==> src/hdl/ptb_pkg.sv <==
package ptb_pkg;

  localparam int unsigned TONE_BITS_DEF = 13;
  localparam int unsigned PWM_W         = 16;
  localparam int unsigned VOL_W         = 8;
  localparam int unsigned LEN_W         = 8;
  localparam int unsigned PRIO_W        = 3;
  localparam int unsigned CFG_IDX_W     = 2;

  localparam logic [PWM_W-1:0] PERIOD_RESET  = 16'd1024;
  localparam logic [PWM_W-1:0] COMPARE_RESET = 16'd512;
  localparam logic [VOL_W-1:0] VOLUME_RESET  = 8'd2;
  localparam logic [VOL_W-1:0] VOLUME_FIXED  = 8'd2;
  // tone is scaled by eight to form the pwm top
  localparam int unsigned      TONE_SHIFT    = 3;
  // compare shift is this base minus the zero-based volume
  localparam logic [2:0]       SHIFT_BASE    = 3'd5;
  localparam logic [VOL_W-1:0] VOLUME_MAX    = 8'd2;

  typedef enum logic [2:0] {
    OP_PLAY       = 3'd0,
    OP_PAUSE      = 3'd1,
    OP_STOP       = 3'd2,
    OP_MS_TICK    = 3'd3,
    OP_TIMER_TICK = 3'd4
  } opcode_e;

  typedef enum logic [1:0] {
    KIND_UI    = 2'd0,
    KIND_ALARM = 2'd1,
    KIND_HOUR  = 2'd2,
    KIND_FIXED = 2'd3
  } volume_kind_e;

  typedef enum logic [CFG_IDX_W-1:0] {
    REG_VOLUME_UI    = 2'd0,
    REG_VOLUME_ALARM = 2'd1,
    REG_VOLUME_HOUR  = 2'd2
  } cfg_reg_e;

  typedef struct packed {
    logic [VOL_W-1:0] ui;
    logic [VOL_W-1:0] alarm;
    logic [VOL_W-1:0] hour;
  } volumes_t;

  typedef struct packed {
    logic pin;
    logic busy_res;
    logic finished;
    logic accepted;
  } result_t;

endpackage

==> src/hdl/ptb_ctrl.sv <==
module ptb_ctrl #(
  parameter int unsigned TONE_BITS = ptb_pkg::TONE_BITS_DEF
) (
  input  logic                        clk_i,
  input  logic                        rst_ni,
  input  logic                        fire_i,
  input  logic [2:0]                  opcode_i,
  input  logic [ptb_pkg::LEN_W-1:0]   length_ms_i,
  input  logic [TONE_BITS-1:0]        tone_i,
  input  logic [1:0]                  volume_kind_i,
  input  logic [ptb_pkg::PRIO_W-1:0]  priority_req_i,
  input  ptb_pkg::volumes_t           volumes_i,
  output ptb_pkg::result_t            res_o
);

  logic [ptb_pkg::PRIO_W-1:0] held_q, held_d;
  logic [ptb_pkg::LEN_W-1:0]  duration_q, duration_d;
  logic [ptb_pkg::LEN_W-1:0]  elapsed_q, elapsed_d;
  logic [ptb_pkg::PWM_W-1:0]  top_q, top_d;
  logic [ptb_pkg::PWM_W-1:0]  cmp_q, cmp_d;
  logic [ptb_pkg::PWM_W-1:0]  cnt_q, cnt_d;
  logic                       down_q, down_d;
  logic                       run_q, run_d;
  logic                       on_q, on_d;
  logic                       await_q, await_d;

  logic [ptb_pkg::VOL_W-1:0]  vol_set;
  logic [ptb_pkg::VOL_W-1:0]  vol;
  logic [2:0]                 shamt;
  logic [ptb_pkg::PWM_W-1:0]  new_top;
  logic [ptb_pkg::PWM_W-1:0]  cnt_dec;
  logic                       bottom;
  logic                       accepted;
  logic                       finished;

  always_comb begin
    case (ptb_pkg::volume_kind_e'(volume_kind_i))
      ptb_pkg::KIND_UI:    vol_set = volumes_i.ui;
      ptb_pkg::KIND_ALARM: vol_set = volumes_i.alarm;
      ptb_pkg::KIND_HOUR:  vol_set = volumes_i.hour;
      default:             vol_set = ptb_pkg::VOLUME_FIXED;
    endcase
  end

  assign vol     = vol_set - 8'd1;
  assign shamt   = ptb_pkg::SHIFT_BASE - vol[2:0];
  assign new_top = ptb_pkg::PWM_W'({tone_i, {ptb_pkg::TONE_SHIFT{1'b0}}});
  assign cnt_dec = (cnt_q != '0) ? cnt_q - 16'd1 : cnt_q;

  always_comb begin
    held_d     = held_q;
    duration_d = duration_q;
    elapsed_d  = elapsed_q;
    top_d      = top_q;
    cmp_d      = cmp_q;
    cnt_d      = cnt_q;
    down_d     = down_q;
    run_d      = run_q;
    on_d       = on_q;
    await_d    = await_q;
    accepted   = 1'b0;
    finished   = 1'b0;
    bottom     = 1'b0;

    unique case (ptb_pkg::opcode_e'(opcode_i)) inside
      ptb_pkg::OP_PLAY, ptb_pkg::OP_PAUSE, ptb_pkg::OP_STOP: begin
        if (priority_req_i >= held_q) begin
          accepted = 1'b1;
          if (opcode_i == ptb_pkg::OP_STOP) begin
            on_d       = 1'b0;
            run_d      = 1'b0;
            duration_d = '0;
            held_d     = '0;
          end else begin
            held_d     = priority_req_i;
            duration_d = length_ms_i;
            elapsed_d  = '0;
            if (opcode_i == ptb_pkg::OP_PAUSE) begin
              on_d  = 1'b0;
              run_d = 1'b0;
            end else if (vol <= ptb_pkg::VOLUME_MAX) begin
              // out-of-range volume leaves the timer untouched
              top_d   = new_top;
              cmp_d   = new_top - (new_top >> shamt);
              cnt_d   = '0;
              down_d  = 1'b0;
              run_d   = 1'b1;
              await_d = 1'b1;
            end
          end
        end
      end
      ptb_pkg::OP_MS_TICK: begin
        elapsed_d = elapsed_q + 8'd1;
        if (duration_q != '0 && elapsed_d >= duration_q) begin
          on_d       = 1'b0;
          run_d      = 1'b0;
          duration_d = '0;
          held_d     = '0;
          finished   = 1'b1;
        end
      end
      ptb_pkg::OP_TIMER_TICK: begin
        if (run_q) begin
          if (!down_q) begin
            if (cnt_q < top_q) begin
              cnt_d = cnt_q + 16'd1;
            end else begin
              down_d = 1'b1;
              cnt_d  = cnt_dec;
            end
          end else begin
            cnt_d = cnt_dec;
            if (cnt_dec == '0) begin
              down_d = 1'b0;
              bottom = 1'b1;
            end
          end
          // output comes on at the first bottom after a new tone
          if (bottom && await_q) begin
            on_d    = 1'b1;
            await_d = 1'b0;
          end
        end
      end
      default: ;
    endcase
  end

  assign res_o.pin      = on_d && run_d && (cnt_d > cmp_d);
  assign res_o.busy_res = (duration_d != '0);
  assign res_o.finished = finished;
  assign res_o.accepted = accepted;

  always_ff @(posedge clk_i or negedge rst_ni) begin
    if (!rst_ni) begin
      held_q     <= '0;
      duration_q <= '0;
      elapsed_q  <= '0;
      top_q      <= ptb_pkg::PERIOD_RESET;
      cmp_q      <= ptb_pkg::COMPARE_RESET;
      cnt_q      <= '0;
      down_q     <= 1'b0;
      run_q      <= 1'b0;
      on_q       <= 1'b0;
      await_q    <= 1'b0;
    end else if (fire_i) begin
      held_q     <= held_d;
      duration_q <= duration_d;
      elapsed_q  <= elapsed_d;
      top_q      <= top_d;
      cmp_q      <= cmp_d;
      cnt_q      <= cnt_d;
      down_q     <= down_d;
      run_q      <= run_d;
      on_q       <= on_d;
      await_q    <= await_d;
    end
  end

  // counter never climbs past the top it was loaded with
  assert property (@(posedge clk_i) disable iff (!rst_ni) cnt_q <= top_q)
    else $error("pwm counter above top");

  assert property (@(posedge clk_i) disable iff (!rst_ni)
    (fire_i && res_o.finished) |-> !res_o.busy_res)
    else $error("busy still set on expiry");

  assert property (@(posedge clk_i) disable iff (!rst_ni)
    (fire_i && res_o.finished) |=> (held_q == '0 && !run_q))
    else $error("expiry did not release priority or stop timer");

  assert property (@(posedge clk_i) disable iff (!rst_ni)
    (fire_i && res_o.accepted && opcode_i != ptb_pkg::OP_STOP) |=> (elapsed_q == '0))
    else $error("elapsed not cleared by accepted request");

endmodule

==> src/hdl/priority_tone_buzzer.sv <==
// channel | dir | handshake               | payload
// input   | in  | in_valid_i/in_ready_o   | opcode, length_ms, tone, volume_kind, priority_req
// result  | out | out_valid_o/out_ready_i | pin, busy_res, finished, accepted
// config  | in  | cfg_we_i                | cfg_index_i, cfg_wdata_i
//
// one transaction per clock sustained while results are taken; a result passes from its input
// transaction through the input register, the step logic and the result register
// the input register can take a new input transaction while the previous result is stalled
// rst_ni is asynchronous active low and loads the volume registers with two
// a stalled result holds the input register; in_ready_o drops only when both are full
module priority_tone_buzzer #(
  parameter int unsigned TONE_BITS = ptb_pkg::TONE_BITS_DEF
) (
  input  logic                           clk_i,
  input  logic                           rst_ni,
  input  logic                           in_valid_i,
  output logic                           in_ready_o,
  input  logic [2:0]                     opcode_i,
  input  logic [ptb_pkg::LEN_W-1:0]      length_ms_i,
  input  logic [TONE_BITS-1:0]           tone_i,
  input  logic [1:0]                     volume_kind_i,
  input  logic [ptb_pkg::PRIO_W-1:0]     priority_req_i,
  output logic                           out_valid_o,
  input  logic                           out_ready_i,
  output logic                           pin_o,
  output logic                           busy_res_o,
  output logic                           finished_o,
  output logic                           accepted_o,
  input  logic                           cfg_we_i,
  input  logic [ptb_pkg::CFG_IDX_W-1:0]  cfg_index_i,
  input  logic [ptb_pkg::VOL_W-1:0]      cfg_wdata_i
);

  logic                          in_valid_q;
  logic [2:0]                    opcode_q;
  logic [ptb_pkg::LEN_W-1:0]     length_ms_q;
  logic [TONE_BITS-1:0]          tone_q;
  logic [1:0]                    volume_kind_q;
  logic [ptb_pkg::PRIO_W-1:0]    priority_req_q;
  logic                          out_valid_q;
  ptb_pkg::result_t              res_q;
  ptb_pkg::result_t              res;
  ptb_pkg::volumes_t             vol_q;
  logic                          fire;
  logic                          in_take;

  assign fire       = in_valid_q && (!out_valid_q || out_ready_i);
  assign in_ready_o = !in_valid_q || fire;
  assign in_take    = in_valid_i && in_ready_o;

  always_ff @(posedge clk_i or negedge rst_ni) begin
    if (!rst_ni) begin
      in_valid_q  <= 1'b0;
      out_valid_q <= 1'b0;
    end else begin
      if (in_ready_o) begin
        in_valid_q <= in_valid_i;
      end
      if (fire) begin
        out_valid_q <= 1'b1;
      end else if (out_ready_i) begin
        out_valid_q <= 1'b0;
      end
    end
  end

  always_ff @(posedge clk_i) begin
    if (in_take) begin
      opcode_q       <= opcode_i;
      length_ms_q    <= length_ms_i;
      tone_q         <= tone_i;
      volume_kind_q  <= volume_kind_i;
      priority_req_q <= priority_req_i;
    end
    if (fire) begin
      res_q <= res;
    end
  end

  always_ff @(posedge clk_i or negedge rst_ni) begin
    if (!rst_ni) begin
      vol_q.ui    <= ptb_pkg::VOLUME_RESET;
      vol_q.alarm <= ptb_pkg::VOLUME_RESET;
      vol_q.hour  <= ptb_pkg::VOLUME_RESET;
    end else if (cfg_we_i) begin
      unique case (cfg_index_i)
        ptb_pkg::REG_VOLUME_UI:    vol_q.ui    <= cfg_wdata_i;
        ptb_pkg::REG_VOLUME_ALARM: vol_q.alarm <= cfg_wdata_i;
        ptb_pkg::REG_VOLUME_HOUR:  vol_q.hour  <= cfg_wdata_i;
        default: ;
      endcase
    end
  end

  ptb_ctrl #(
    .TONE_BITS (TONE_BITS)
  ) u_ctrl (
    .clk_i          (clk_i),
    .rst_ni         (rst_ni),
    .fire_i         (fire),
    .opcode_i       (opcode_q),
    .length_ms_i    (length_ms_q),
    .tone_i         (tone_q),
    .volume_kind_i  (volume_kind_q),
    .priority_req_i (priority_req_q),
    .volumes_i      (vol_q),
    .res_o          (res)
  );

  assign out_valid_o = out_valid_q;
  assign pin_o       = res_q.pin;
  assign busy_res_o  = res_q.busy_res;
  assign finished_o  = res_q.finished;
  assign accepted_o  = res_q.accepted;

endmodule

==> config.mk <==
export PLATFORM = sky130hd
export DESIGN_NAME = priority_tone_buzzer
export DESIGN_NICKNAME = d
export VERILOG_FILES = /design/src/hdl/ptb_pkg.sv /design/src/hdl/ptb_ctrl.sv /design/src/hdl/priority_tone_buzzer.sv
export SDC_FILE = /design/constraint.sdc
export NUM_CORES = 1
export LEC_CHECK = 0
export BUFFER_PORTS_ARGS = -buffer_cell sky130_fd_sc_hd__buf_2
export CORE_MARGIN = 2
export CORE_UTILIZATION = 25
export CTS_CLUSTER_DIAMETER = 80
export CTS_CLUSTER_SIZE = 30
export DETAILED_ROUTE_END_ITERATION = 6
export PLACE_DENSITY = 0.35
export SETUP_SLACK_MARGIN = 0.4
export SLEW_MARGIN = 10
export SYNTH_ARGS = -nofsm -noshare
export SYNTH_HDL_FRONTEND = slang
export SYNTH_SLANG_ARGS = --single-unit
==> constraint.sdc <==
create_clock -name clk_i -period 13.8 [get_ports clk_i]
set_input_delay 1.38 -clock clk_i [delete_from_list [all_inputs] [get_ports clk_i]]
set_output_delay 1.38 -clock clk_i [all_outputs]
set_load 0.02 [all_outputs]
==> results of run 1 <==
[layout make-up]
type	instances	area [um2]
Antenna cell	1	2.50
Clock buffer	18	429
Timing Repair Buffer	58	315
Tap cell	455	569
Fill cell	3640	24400
Clock inverter	14	181
Sequential cell	127	3350
Multi-Input combinational cell	684	5030
Inverter	37	139
[sequential cells by signal, indices dropped and copies added (netlist names), 2 cells and up]
name               cells
length_ms_q            8
opcode_q               3
priority_req_q         3
tone_q                13
u_ctrl.cmp_q          16
u_ctrl.cnt_q          16
u_ctrl.duration_q      8
u_ctrl.elapsed_q       8
u_ctrl.held_q          3
u_ctrl.top_q          13
vol_q                 24
volume_kind_q          2
[kinds of logic after synthesis]
family | count (synthesis) | share of synthesized area (%)
buf+inv | 80 | 4.15
mux | 102 | 13.2
flops | 127 | 38.3
xor+xnor | 25 | 2.50
simple gates | 276 | 16.3
compound gates | 224 | 17.4
fa+ha+maj | 57 | 8.15
[metrics by stage]
| stage | area (um2) | worst slack [ns] | cells | power (uW) |
|---|---|---|---|---|
| 2_1_floorplan | 8750 | 8.05 | 891 | 1120 |
| 3_3_place_gp | 9410 | 6.70 | 1361 | 1340 |
| 3_5_place_dp | 9410 | 6.60 | 1361 | 1330 |
| 4_1_cts | 10000 | 6.53 | 1393 | 1830 |
| 5_1_grt | 10000 | 5.90 | 1393 | 1950 |
| 6_report | 10000 | 6.62 | 1394 | 1800 |
[routing by layer]
metal	global-route usage (%)	vias up
li1	-	3403
met1	21.2	3397
met2	23.7	101
met3	2.46	19
met4	4.26	0
met5	0	-
[report_power, final]
part / total [uW] / switching [uW] / internal, uW / leakage [uW]
clock network: 484 / 196 / 288 / 0.000302
registers: 537 / 64.7 / 472 / 0.00149
logic: 783 / 459 / 324 / 0.00245
total: 1800 / 719 / 1080 / 0.00424
[path summary, 6_finish.rpt]
check                                                    to                          from  slack (ns)
min reg2reg                    u_ctrl.cmp_q[14]$_DFFE_PN0P_  u_ctrl.cmp_q[14]$_DFFE_PN0P_        0.49
max                                         pin_o$_DFFE_PP_    volume_kind_q[1]$_DFFE_PP_        6.62
min                            u_ctrl.cmp_q[14]$_DFFE_PN0P_  u_ctrl.cmp_q[14]$_DFFE_PN0P_        0.49
max in group asynchronous       u_ctrl.cnt_q[3]$_DFFE_PN0P_                        rst_ni       11.68
max reg2reg                                 pin_o$_DFFE_PP_    volume_kind_q[1]$_DFFE_PP_        6.62
min in group asynchronous  u_ctrl.duration_q[2]$_DFFE_PN0P_                        rst_ni        0.92
[layout by cell type (no fill, tap or decap), types with 17 or more instances in the layout]
| cell | count |
|---|---|
| ha_1 | 57 |
| nor2_1 | 44 |
| nand2_1 | 86 |
| dfrtp_1 | 89 |
| a21o_1 | 18 |
| inv_1 | 36 |
| mux2_2 | 46 |
| edfxtp_1 | 33 |
| nor3_1 | 26 |
| o21ai_0 | 52 |
| clkbuf_16 | 17 |
| mux2i_1 | 48 |
| a31oi_1 | 22 |
| nand3_1 | 20 |
| buf_2 | 48 |
| a21oi_1 | 45 |
==> results_dict.tcl, run 1 <==
set metrics [dict create \
    run_status "completed" \
    holdCritPathClass "reg -> reg" \
    global_route.overflow_total 0 \
    power_leakage_uw 0.00424 \
    worst_setup_hold_path_clk_slew_ns 0.07 \
    worst_path_fanout_max 22 \
    clock_insertion_delay_worst_skew_ns 0.44 \
    drcViolationCount 0 \
    synth_largest_area_cell "dfrtp_1" \
    crit_family "adder cells" \
    number_of_global_route_vias_before_repair 7072 \
    wl_met1_mm 13.4 \
    die_w_um 191 \
    tightest_slew_ns 1.09 \
    setup_viol 0 \
    layout_worst_path_cycle_share_pct 52.0 \
    root_buffer "clkbuf_16" \
    yosysMostFrequentCell "dfrtp_1" \
    synthDominantCellAreaShare_pct 25.5 \
    critical-path-top-cell-by-count "ha_1" \
    die_span_in_y_um 191 \
    placementRows 68 \
    synth_cells 891 \
    irDropWorstVdd_v 0.000101 \
    drt_pre_antenna_iters 5 \
    timing.final.max_slew_violations 0 \
    ant_nets 0 \
    timing_hold_violations_final 0 \
    grt_pass1_wl_mm 41.8 \
    netlist-cell-type-count 83 \
    top_layer_used "met4" \
    initial_core_util_pct 25.4 \
    io-pin-count 50 \
    max_slew_headroom_at_the_worst_pin_pct 27.3 \
    worst_hold_slack_ns 0.488 \
    clock_tree.buffer_depth 2 \
    unrepaired_setup_endpoints_after_global_routing "false" \
    max_stage_delay_ns 0.76 \
    fp.coreArea_um2 34500 \
    cts.repair_timing.setup_buffer_count 0 \
    post_cts_hold_buffer_count 0 \
    clock-skew-final_ns 0.0144 \
    critical_path_required_ns 14.09 \
    cp_data_arrival_time_ns 7.47 \
    power_density_nw_per_um2 180 \
    synthesis.area_um2 8750 \
    area.growth.synth_to_final_pct 14.6 \
    worst-setup-path-type "reg -> reg" \
    cts-htree-levels 4 \
    fraction_of_final_layout_cells_with_drive_strength_greater_than_1_pct 18.1 \
    post-dp-hpwl_mm 19.2 \
    synth_area_per_cell_um2 9.82 \
    synth-main-ff-cell "dfrtp_1" \
    finish.utilization_pct 29.1 \
    critical_path_cell_count 25 \
    wl_met2_mm 11.9 \
    timing.reg2reg.worst_path_depth 25 \
    critical_path_buf_inv_count 3 \
    synth_seq_area_share_pct 38.3 \
    tritoncts_num_sinks 127 \
    fin_setup_tns_ns 0 \
    die_area_um2 36500 \
    grt_usage_pct 15.1 \
    synth-async-reset-ratio_pct 74.0 \
    synthTopCellsByArea "dfrtp_1 25%, edfxtp_1 11%, ha_1 8.2%, mux2_2 5.9%, mux2i_1 5.5%" \
    cts_inserted_buffers 17 \
    synth_edf_count 33 \
    synth_commonest_cells "89 x dfrtp_1, 86 x nand2_1, 57 x ha_1" \
    grt_start_max_net_pins 56 \
    route.detailed.wl_per_inst_um 18.8 \
    syn-num-nets 992 \
    worstSetupStartpointType "flop" \
    gp_congestion 0.807 \
    synthesis.yosys.warnings 0 \
    route.met3.wl_um 645 \
    cts-resized-gates 0 \
    total_number_of_vias 6920 \
    post_drt_via_cell_ratio 4.96 \
    fin_nets 1026 \
    clock.fmax_ghz 0.139 \
    endpoint_kind "flop" \
    clock_period_minus_final_worst_setup_slack_ns 7.18 \
    maxCapViolations 0 \
    yosys_register_bits 127 \
    io_buffer_count 49 \
    drtIter0Drc 321 \
    holdPathStages 1 \
    initial_antenna_violation_count 1 \
    worst_path_max_delay_cell "ha_1" \
    detail_route.wirelength_mm 26.2 \
    cts_tree "done" \
]
Power figures use the tool's default switching activity.
==> run 2: changes to the inputs <==
--- a/config.mk
+++ b/config.mk
@@ -5,6 +5,7 @@
 export SDC_FILE = /design/constraint.sdc
 export NUM_CORES = 1
 export LEC_CHECK = 0
+export ABC_AREA = 1
 export BUFFER_PORTS_ARGS = -buffer_cell sky130_fd_sc_hd__buf_2
 export CORE_MARGIN = 2
 export CORE_UTILIZATION = 25
==> constraint.sdc (replaced) <==
create_clock -name clk_i -period 6.7 [get_ports clk_i]
set_input_delay 0.67 -clock clk_i [delete_from_list [all_inputs] [get_ports clk_i]]
set_output_delay 0.67 -clock clk_i [all_outputs]
set_load 0.02 [all_outputs]
==> results_dict.tcl, run 2 <==
set metrics [dict create \
    run_status "completed" \
    reg_top3 "vol_q (24), u_ctrl.cmp_q (16), u_ctrl.cnt_q (16)" \
    clock_period_minus_final_worst_setup_slack_ns 5.66 \
    post_cts_hold_buffer_count 0 \
    drcViolationCount 0 \
    yosysMostFrequentCell "nand2_1" \
    synth_edf_count 33 \
    netlist-cell-type-count 54 \
    crit_family "simple AND/OR/NAND/NOR gates" \
    post-dp-hpwl_mm 22.5 \
    max_stage_delay_ns 0.50 \
    worst-r2r-setup-slack_ns 1.04 \
    layout_commonest_cell "nand2_1" \
    cp_data_arrival_time_ns 5.95 \
    io-pin-count 50 \
    synthesis.area_um2 8980 \
    worst-setup-path-type "reg -> reg" \
    finalPower_uw 4360 \
    worstSetupStartpointType "flop" \
    die_span_in_y_um 194 \
    num_antenna_cells 0 \
    initial_core_util_pct 25.3 \
    largest_register_ff_count 24 \
    synth-async-reset-ratio_pct 74.0 \
    critical_path_required_ns 6.99 \
    synth_largest_area_cell "dfrtp_1" \
    tightest_slew_ns 1.16 \
    regMostFlops "vol_q" \
    rr_endpoint "pin_o$_DFFE_PP_" \
    cts-htree-levels 4 \
    yosys_register_bits 127 \
    synth_cells 1247 \
    cts_inserted_buffers 17 \
    synth_commonest_cells "356 x nand2_1, 141 x inv_1, 134 x o21ai_0" \
    timing.final.max_slew_violations 0 \
    initial_antenna_violation_count 1 \
    cts_tree "done" \
    io_buffer_count 49 \
    number_of_global_route_vias_before_repair 8437 \
    syn-num-nets 1348 \
    critical_path.endpoint "pin_o$_DFFE_PP_" \
    die_w_um 194 \
    worst_path_fanout_max 25 \
    cts.repair_timing.setup_buffer_count 0 \
    fraction_of_final_layout_cells_with_drive_strength_greater_than_1_pct 9.65 \
    clock_tree.buffer_depth 2 \
    root_buffer "clkbuf_16" \
    cp_startpoint "volume_kind_q[0]$_DFFE_PP_" \
    synthDominantCellAreaShare_pct 24.8 \
    gp_congestion 0.877 \
    clock.fmax_ghz 0.177 \
    layout_worst_path_cycle_share_pct 84.4 \
    grt_pass1_wl_mm 47.9 \
    ant_nets 0 \
    critical_path_buf_inv_count 4 \
    global_route.overflow_total 0 \
    power_density_nw_per_um2 425 \
    setup_viol 0 \
    grt_start_max_net_pins 51 \
    detail_route.wirelength_mm 29.4 \
    synth_area_per_cell_um2 7.20 \
    maxCapViolations 0 \
    finish.utilization_pct 29.0 \
    synth_seq_area_share_pct 37.3 \
    worst_r2r_startpoint "volume_kind_q[0]$_DFFE_PP_" \
    timing_hold_violations_final 0 \
    route.detailed.wl_per_inst_um 16.8 \
    clock-skew-final_ns 0.0110 \
    placementRows 69 \
    synthTopCellsByArea "dfrtp_1 25%, nand2_1 15%, edfxtp_1 11%, ha_1 7.9%, o21ai_0 7.5%" \
    synthesis.yosys.warnings 0 \
    clock_insertion_delay_worst_skew_ns 0.43 \
    endpoint_kind "flop" \
    max_slew_headroom_at_the_worst_pin_pct 22.4 \
    fin_setup_tns_ns 0 \
    area.growth.synth_to_final_pct 14.4 \
    drt_pre_antenna_iters 5 \
    grt_usage_pct 16.3 \
    critical-path-top-cell-by-count "nand2_1" \
    critical_path_cell_count 25 \
    fp.coreArea_um2 35500 \
    die_area_um2 37500 \
    synth-main-ff-cell "dfrtp_1" \
    layout_common_cells "356 x nand2_1, 141 x inv_1, 134 x o21ai_0" \
    fillCellCount 3884 \
    total_number_of_vias 8171 \
    worst_setup_hold_path_clk_slew_ns 0.06 \
    power_leakage_uw 0.00489 \
    post_drt_via_cell_ratio 4.65 \
    drtIter0Drc 520 \
    irDropWorstVdd_v 0.000189 \
    fin_nets 1384 \
    worst_path_max_delay_cell "edfxtp_1" \
    tritoncts_num_sinks 127 \
    holdCritPathClass "in -> async" \
    timing.reg2reg.worst_path_depth 25 \
    unrepaired_setup_endpoints_after_global_routing "false" \
]
==> run 2: changes by cell type in the layout (fill, tap and decap cells not counted), sizes merged, moves of 9 or more <==
cell,before,now
a21oi,47,61
nand3,20,103
o21ai,55,151
xnor2,14,3
mux2i,49,4
nand2,86,361
inv,42,154
a21o,19,3
nand2b,15,0
a31oi,22,6
nor4,12,3
nor3,28,12
mux2,49,0
nor2,46,92
==> run 2: cells by family after synthesis <==
logic type      synth area share (%)
compound gates                  15.9
flops                           37.3
fa+ha+maj                       7.94
buf+inv                         8.60
xor+xnor                        2.03
mux                            0.446
simple gates                    27.8
==> run 2: timing repair <==
item                                   CTS  global route
setup endpoints to repair                0             1
resized for setup                        0             5
endpoints found under the hold margin    0             0
==> run 2: metal layers <==
metal / GRT usage (%) / up-vias / routed length (um)
met5: 0 / - / 8
li1: - / 4214 / -
met3: 2.91 / 30 / 826
met4: 4.41 / 2 / 495
met1: 22.5 / 3786 / 14800
met2: 26.3 / 139 / 13300
==> run 2: metrics by stage <==
stage,worst slack (ns),hold slack (ns),cell area (um2),std cells
floorplan,1.59,0.374,8980,1247
global route,0.498,0.300,10300,1757
finish,1.04,0.266,10300,1757
global placement,0.753,0.466,9650,1725
detailed placement,0.517,0.469,9650,1725
CTS,0.490,0.277,10300,1757
==> run 2: final cells by class <==
type	count	area, um2	share of cell area, %
clock buffer	19	454	4.42
timing repair buffer	55	293	2.85
tap	461	577	5.61
inverter	152	574	5.59
sequential	127	3350	32.6
multi-input combinational	930	4880	47.5
clock inverter	13	150	1.46
==> run 2: how the worst min path moves through the flow <==
stage          cells past startpoint  slack [ns]                            to                    startpoint
6_report                           1        0.27         vol_q[23]$_DFFE_PN0P_                        rst_ni
2_1_floorplan                      0        0.37        in_valid_q$_DFFE_PN0N_                        rst_ni
3_5_place_dp                       2        0.47  u_ctrl.cmp_q[13]$_DFFE_PN0P_  u_ctrl.cmp_q[13]$_DFFE_PN0P_
4_1_cts                            1        0.28          vol_q[3]$_DFFE_PN0P_                        rst_ni
5_1_grt                            1        0.30         vol_q[23]$_DFFE_PN0P_                        rst_ni
3_3_place_gp                       2        0.47  u_ctrl.cmp_q[13]$_DFFE_PN0P_  u_ctrl.cmp_q[13]$_DFFE_PN0P_
==> run 2: power breakdown <==
part | leakage, uW | internal [uW] | total, uW | switching [uW]
Clock | 0.000286 | 577 | 972 | 394
Combinational | 0.00312 | 718 | 2180 | 1460
Sequential | 0.00148 | 987 | 1210 | 224
==> run 3: changes to the inputs <==
==> constraint.sdc (replaced) <==
create_clock -name clk_i -period 5.5 [get_ports clk_i]
set_input_delay 0.55 -clock clk_i [delete_from_list [all_inputs] [get_ports clk_i]]
set_output_delay 0.55 -clock clk_i [all_outputs]
set_load 0.02 [all_outputs]
==> results_dict.tcl, run 3 (synthesized netlist as in run 2, its figures left out) <==
set metrics [dict create \
    run_status "completed" \
    clock_tree.buffer_depth 2 \
    worstSetupStartpointType "flop" \
    final_worst_setup_slack_ns 0.854 \
    timing.final.max_slew_violations 0 \
    grt_usage_pct 16.2 \
    route.detailed.wl_per_inst_um 16.6 \
    reg_top3 "vol_q (24), u_ctrl.cmp_q (16), u_ctrl.cnt_q (16)" \
    clock.fmax_ghz 0.215 \
    total_number_of_vias 8179 \
    ant_nets 0 \
    finish.cell_count_without_fillers 1777 \
    gp_congestion 0.842 \
    drtIter0Drc 348 \
    worst-r2r-setup-slack_ns 0.85 \
    number_of_global_route_vias_before_repair 8187 \
    holdCritPathClass "in -> async" \
    timing_hold_violations_final 0 \
    critical_path_required_ns 5.70 \
    clock_period_minus_final_worst_setup_slack_ns 4.65 \
    multiInputGateArea_um2 4930 \
    area.sequential_um2 3350 \
    drcViolationCount 0 \
    die_area_um2 37500 \
    setup_viol 0 \
    clock_insertion_delay_worst_skew_ns 0.44 \
    root_buffer "clkbuf_16" \
    fin_setup_tns_ns 0 \
    grt_start_max_net_pins 49 \
    fp.coreArea_um2 35500 \
    worst_path_fanout_max 13 \
    preCtsSetupSlack_ns 0.373 \
    detail_route.wirelength_mm 29.5 \
    max_slew_headroom_at_the_worst_pin_pct 24.0 \
    cts-htree-levels 4 \
    layout_worst_path_cycle_share_pct 84.5 \
    post_drt_via_cell_ratio 4.60 \
    irDropWorstVdd_v 0.000242 \
    fin_nets 1403 \
    unrepaired_setup_endpoints_after_global_routing "false" \
    maxCapViolations 0 \
    cp_startpoint "volume_kind_q[0]$_DFFE_PP_" \
    regMostFlops "vol_q" \
    endpoint_kind "flop" \
    post-dp-hpwl_mm 22.5 \
    drt_pre_antenna_iters 5 \
    worst_r2r_startpoint "volume_kind_q[0]$_DFFE_PP_" \
    worst-setup-path-type "reg -> reg" \
    post-place-cells 1736 \
    power_density_nw_per_um2 518 \
    cp_data_arrival_time_ns 4.84 \
    initial_core_util_pct 25.3 \
    layout_common_cells "356 x nand2_1, 139 x inv_1, 131 x o21ai_0" \
    tightest_slew_ns 1.14 \
    die_w_um 194 \
    global_route.overflow_total 0 \
    layout_commonest_cell "nand2_1" \
    cts_tree "done" \
    largest_register_ff_count 24 \
    worst_setup_hold_path_clk_slew_ns 0.07 \
    fraction_of_final_layout_cells_with_drive_strength_greater_than_1_pct 12.0 \
    io-pin-count 50 \
    cts_inserted_buffers 17 \
    placementRows 69 \
    fillCellCount 3883 \
    tritoncts_num_sinks 127 \
    finalPower_uw 5420 \
    area.growth.synth_to_final_pct 16.4 \
    power_leakage_uw 0.00499 \
    post_cts_hold_buffer_count 0 \
    die_span_in_y_um 194 \
    grt_pass1_wl_mm 47.4 \
    initial_antenna_violation_count 1 \
    io_buffer_count 49 \
    clock-skew-final_ns 0.00941 \
]
==> run 3: cell count changes in the layout (fill, tap and decap cells not counted), sizes merged <==
cell and delta:
buf +19, inv +3, clkinvlp -2, bufinv -1, clkbuf -1, clkinv +1, diode +1
==> run 3: power by group <==
| part | switching [uW] | internal (uW) | leakage (uW) |
|---|---|---|---|
| sequential | 226 | 1200 | 0.00148 |
| combinational | 1860 | 969 | 0.00323 |
| clock | 515 | 639 | 0.000280 |
==> run 3: metal layers <==
metal,up-vias,share of wire [%],routed length (um),global-route usage [%]
li1,4255,-,-,-
met1,3795,50,14800,22.2
met2,98,45,13300,26.0
met3,31,3.1,908,3.17
met4,0,1.6,466,4.33
met5,-,0,0,0
==> run 3: worst paths after layout <==
kind                                                end  depth (start not counted)
max                                     pin_o$_DFFE_PP_                         26
max in group asynchronous  u_ctrl.cnt_q[13]$_DFFE_PN0P_                          2
min                               vol_q[19]$_DFFE_PN0P_                          1
min reg2reg                u_ctrl.cmp_q[15]$_DFFE_PN0P_                          2
min in group clk_i                  tone_q[1]$_DFFE_PP_                          1
max reg2reg                             pin_o$_DFFE_PP_                         26
==> run 3: final cells by class <==
class | count | area share, %
Multi-Input combinational cell | 930 | 47.2
Sequential cell | 127 | 32.0
Tap cell | 461 | 5.52
Inverter | 152 | 5.51
Timing Repair Buffer | 74 | 4.17
Clock buffer | 18 | 4.11
Clock inverter | 14 | 1.41
Antenna cell | 1 | 0.0239
==> run 3: timing repair <==
item                                    CTS  global route
endpoints found under the setup margin    1             1
buffers inserted                          0             8
cloned                                    0             0
gates resized for setup                   2            22
pin swaps                                 0             5
==> run 3: through the flow <==
step | cell area [um2] | hold WS [ns] | utilization [%]
floorplan | 8980 | 0.254 | -
global placement | 9730 | 0.462 | 27.4
detailed placement | 9730 | 0.464 | 27.4
CTS | 10300 | 0.152 | 29.1
global route | 10400 | 0.180 | 29.4
finish | 10500 | 0.141 | 29.5
==> run 3: critical path, cell delays in order (launching register included) <==
cell       delay [ns]
edfxtp_1         0.51
inv_2            0.09
nor2_4           0.12
nand2_1          0.11
nand3_4          0.08
inv_4            0.06
ha_1             0.29
inv_1            0.08
buf_4            0.18
o21ai_0          0.33
mux2i_1          0.15
ha_1             0.37
a21o_1           0.22
a21oi_2          0.17
nor2_1           0.07
a2111oi_2        0.21
buf_4            0.17
nand3_1          0.09
nand3_1          0.10
o21ai_0          0.10
ha_1             0.31
nand2_1          0.11
o21ai_0          0.09
a41oi_1          0.19
a32oi_1          0.08
nand2_1          0.08
nor2_1           0.04
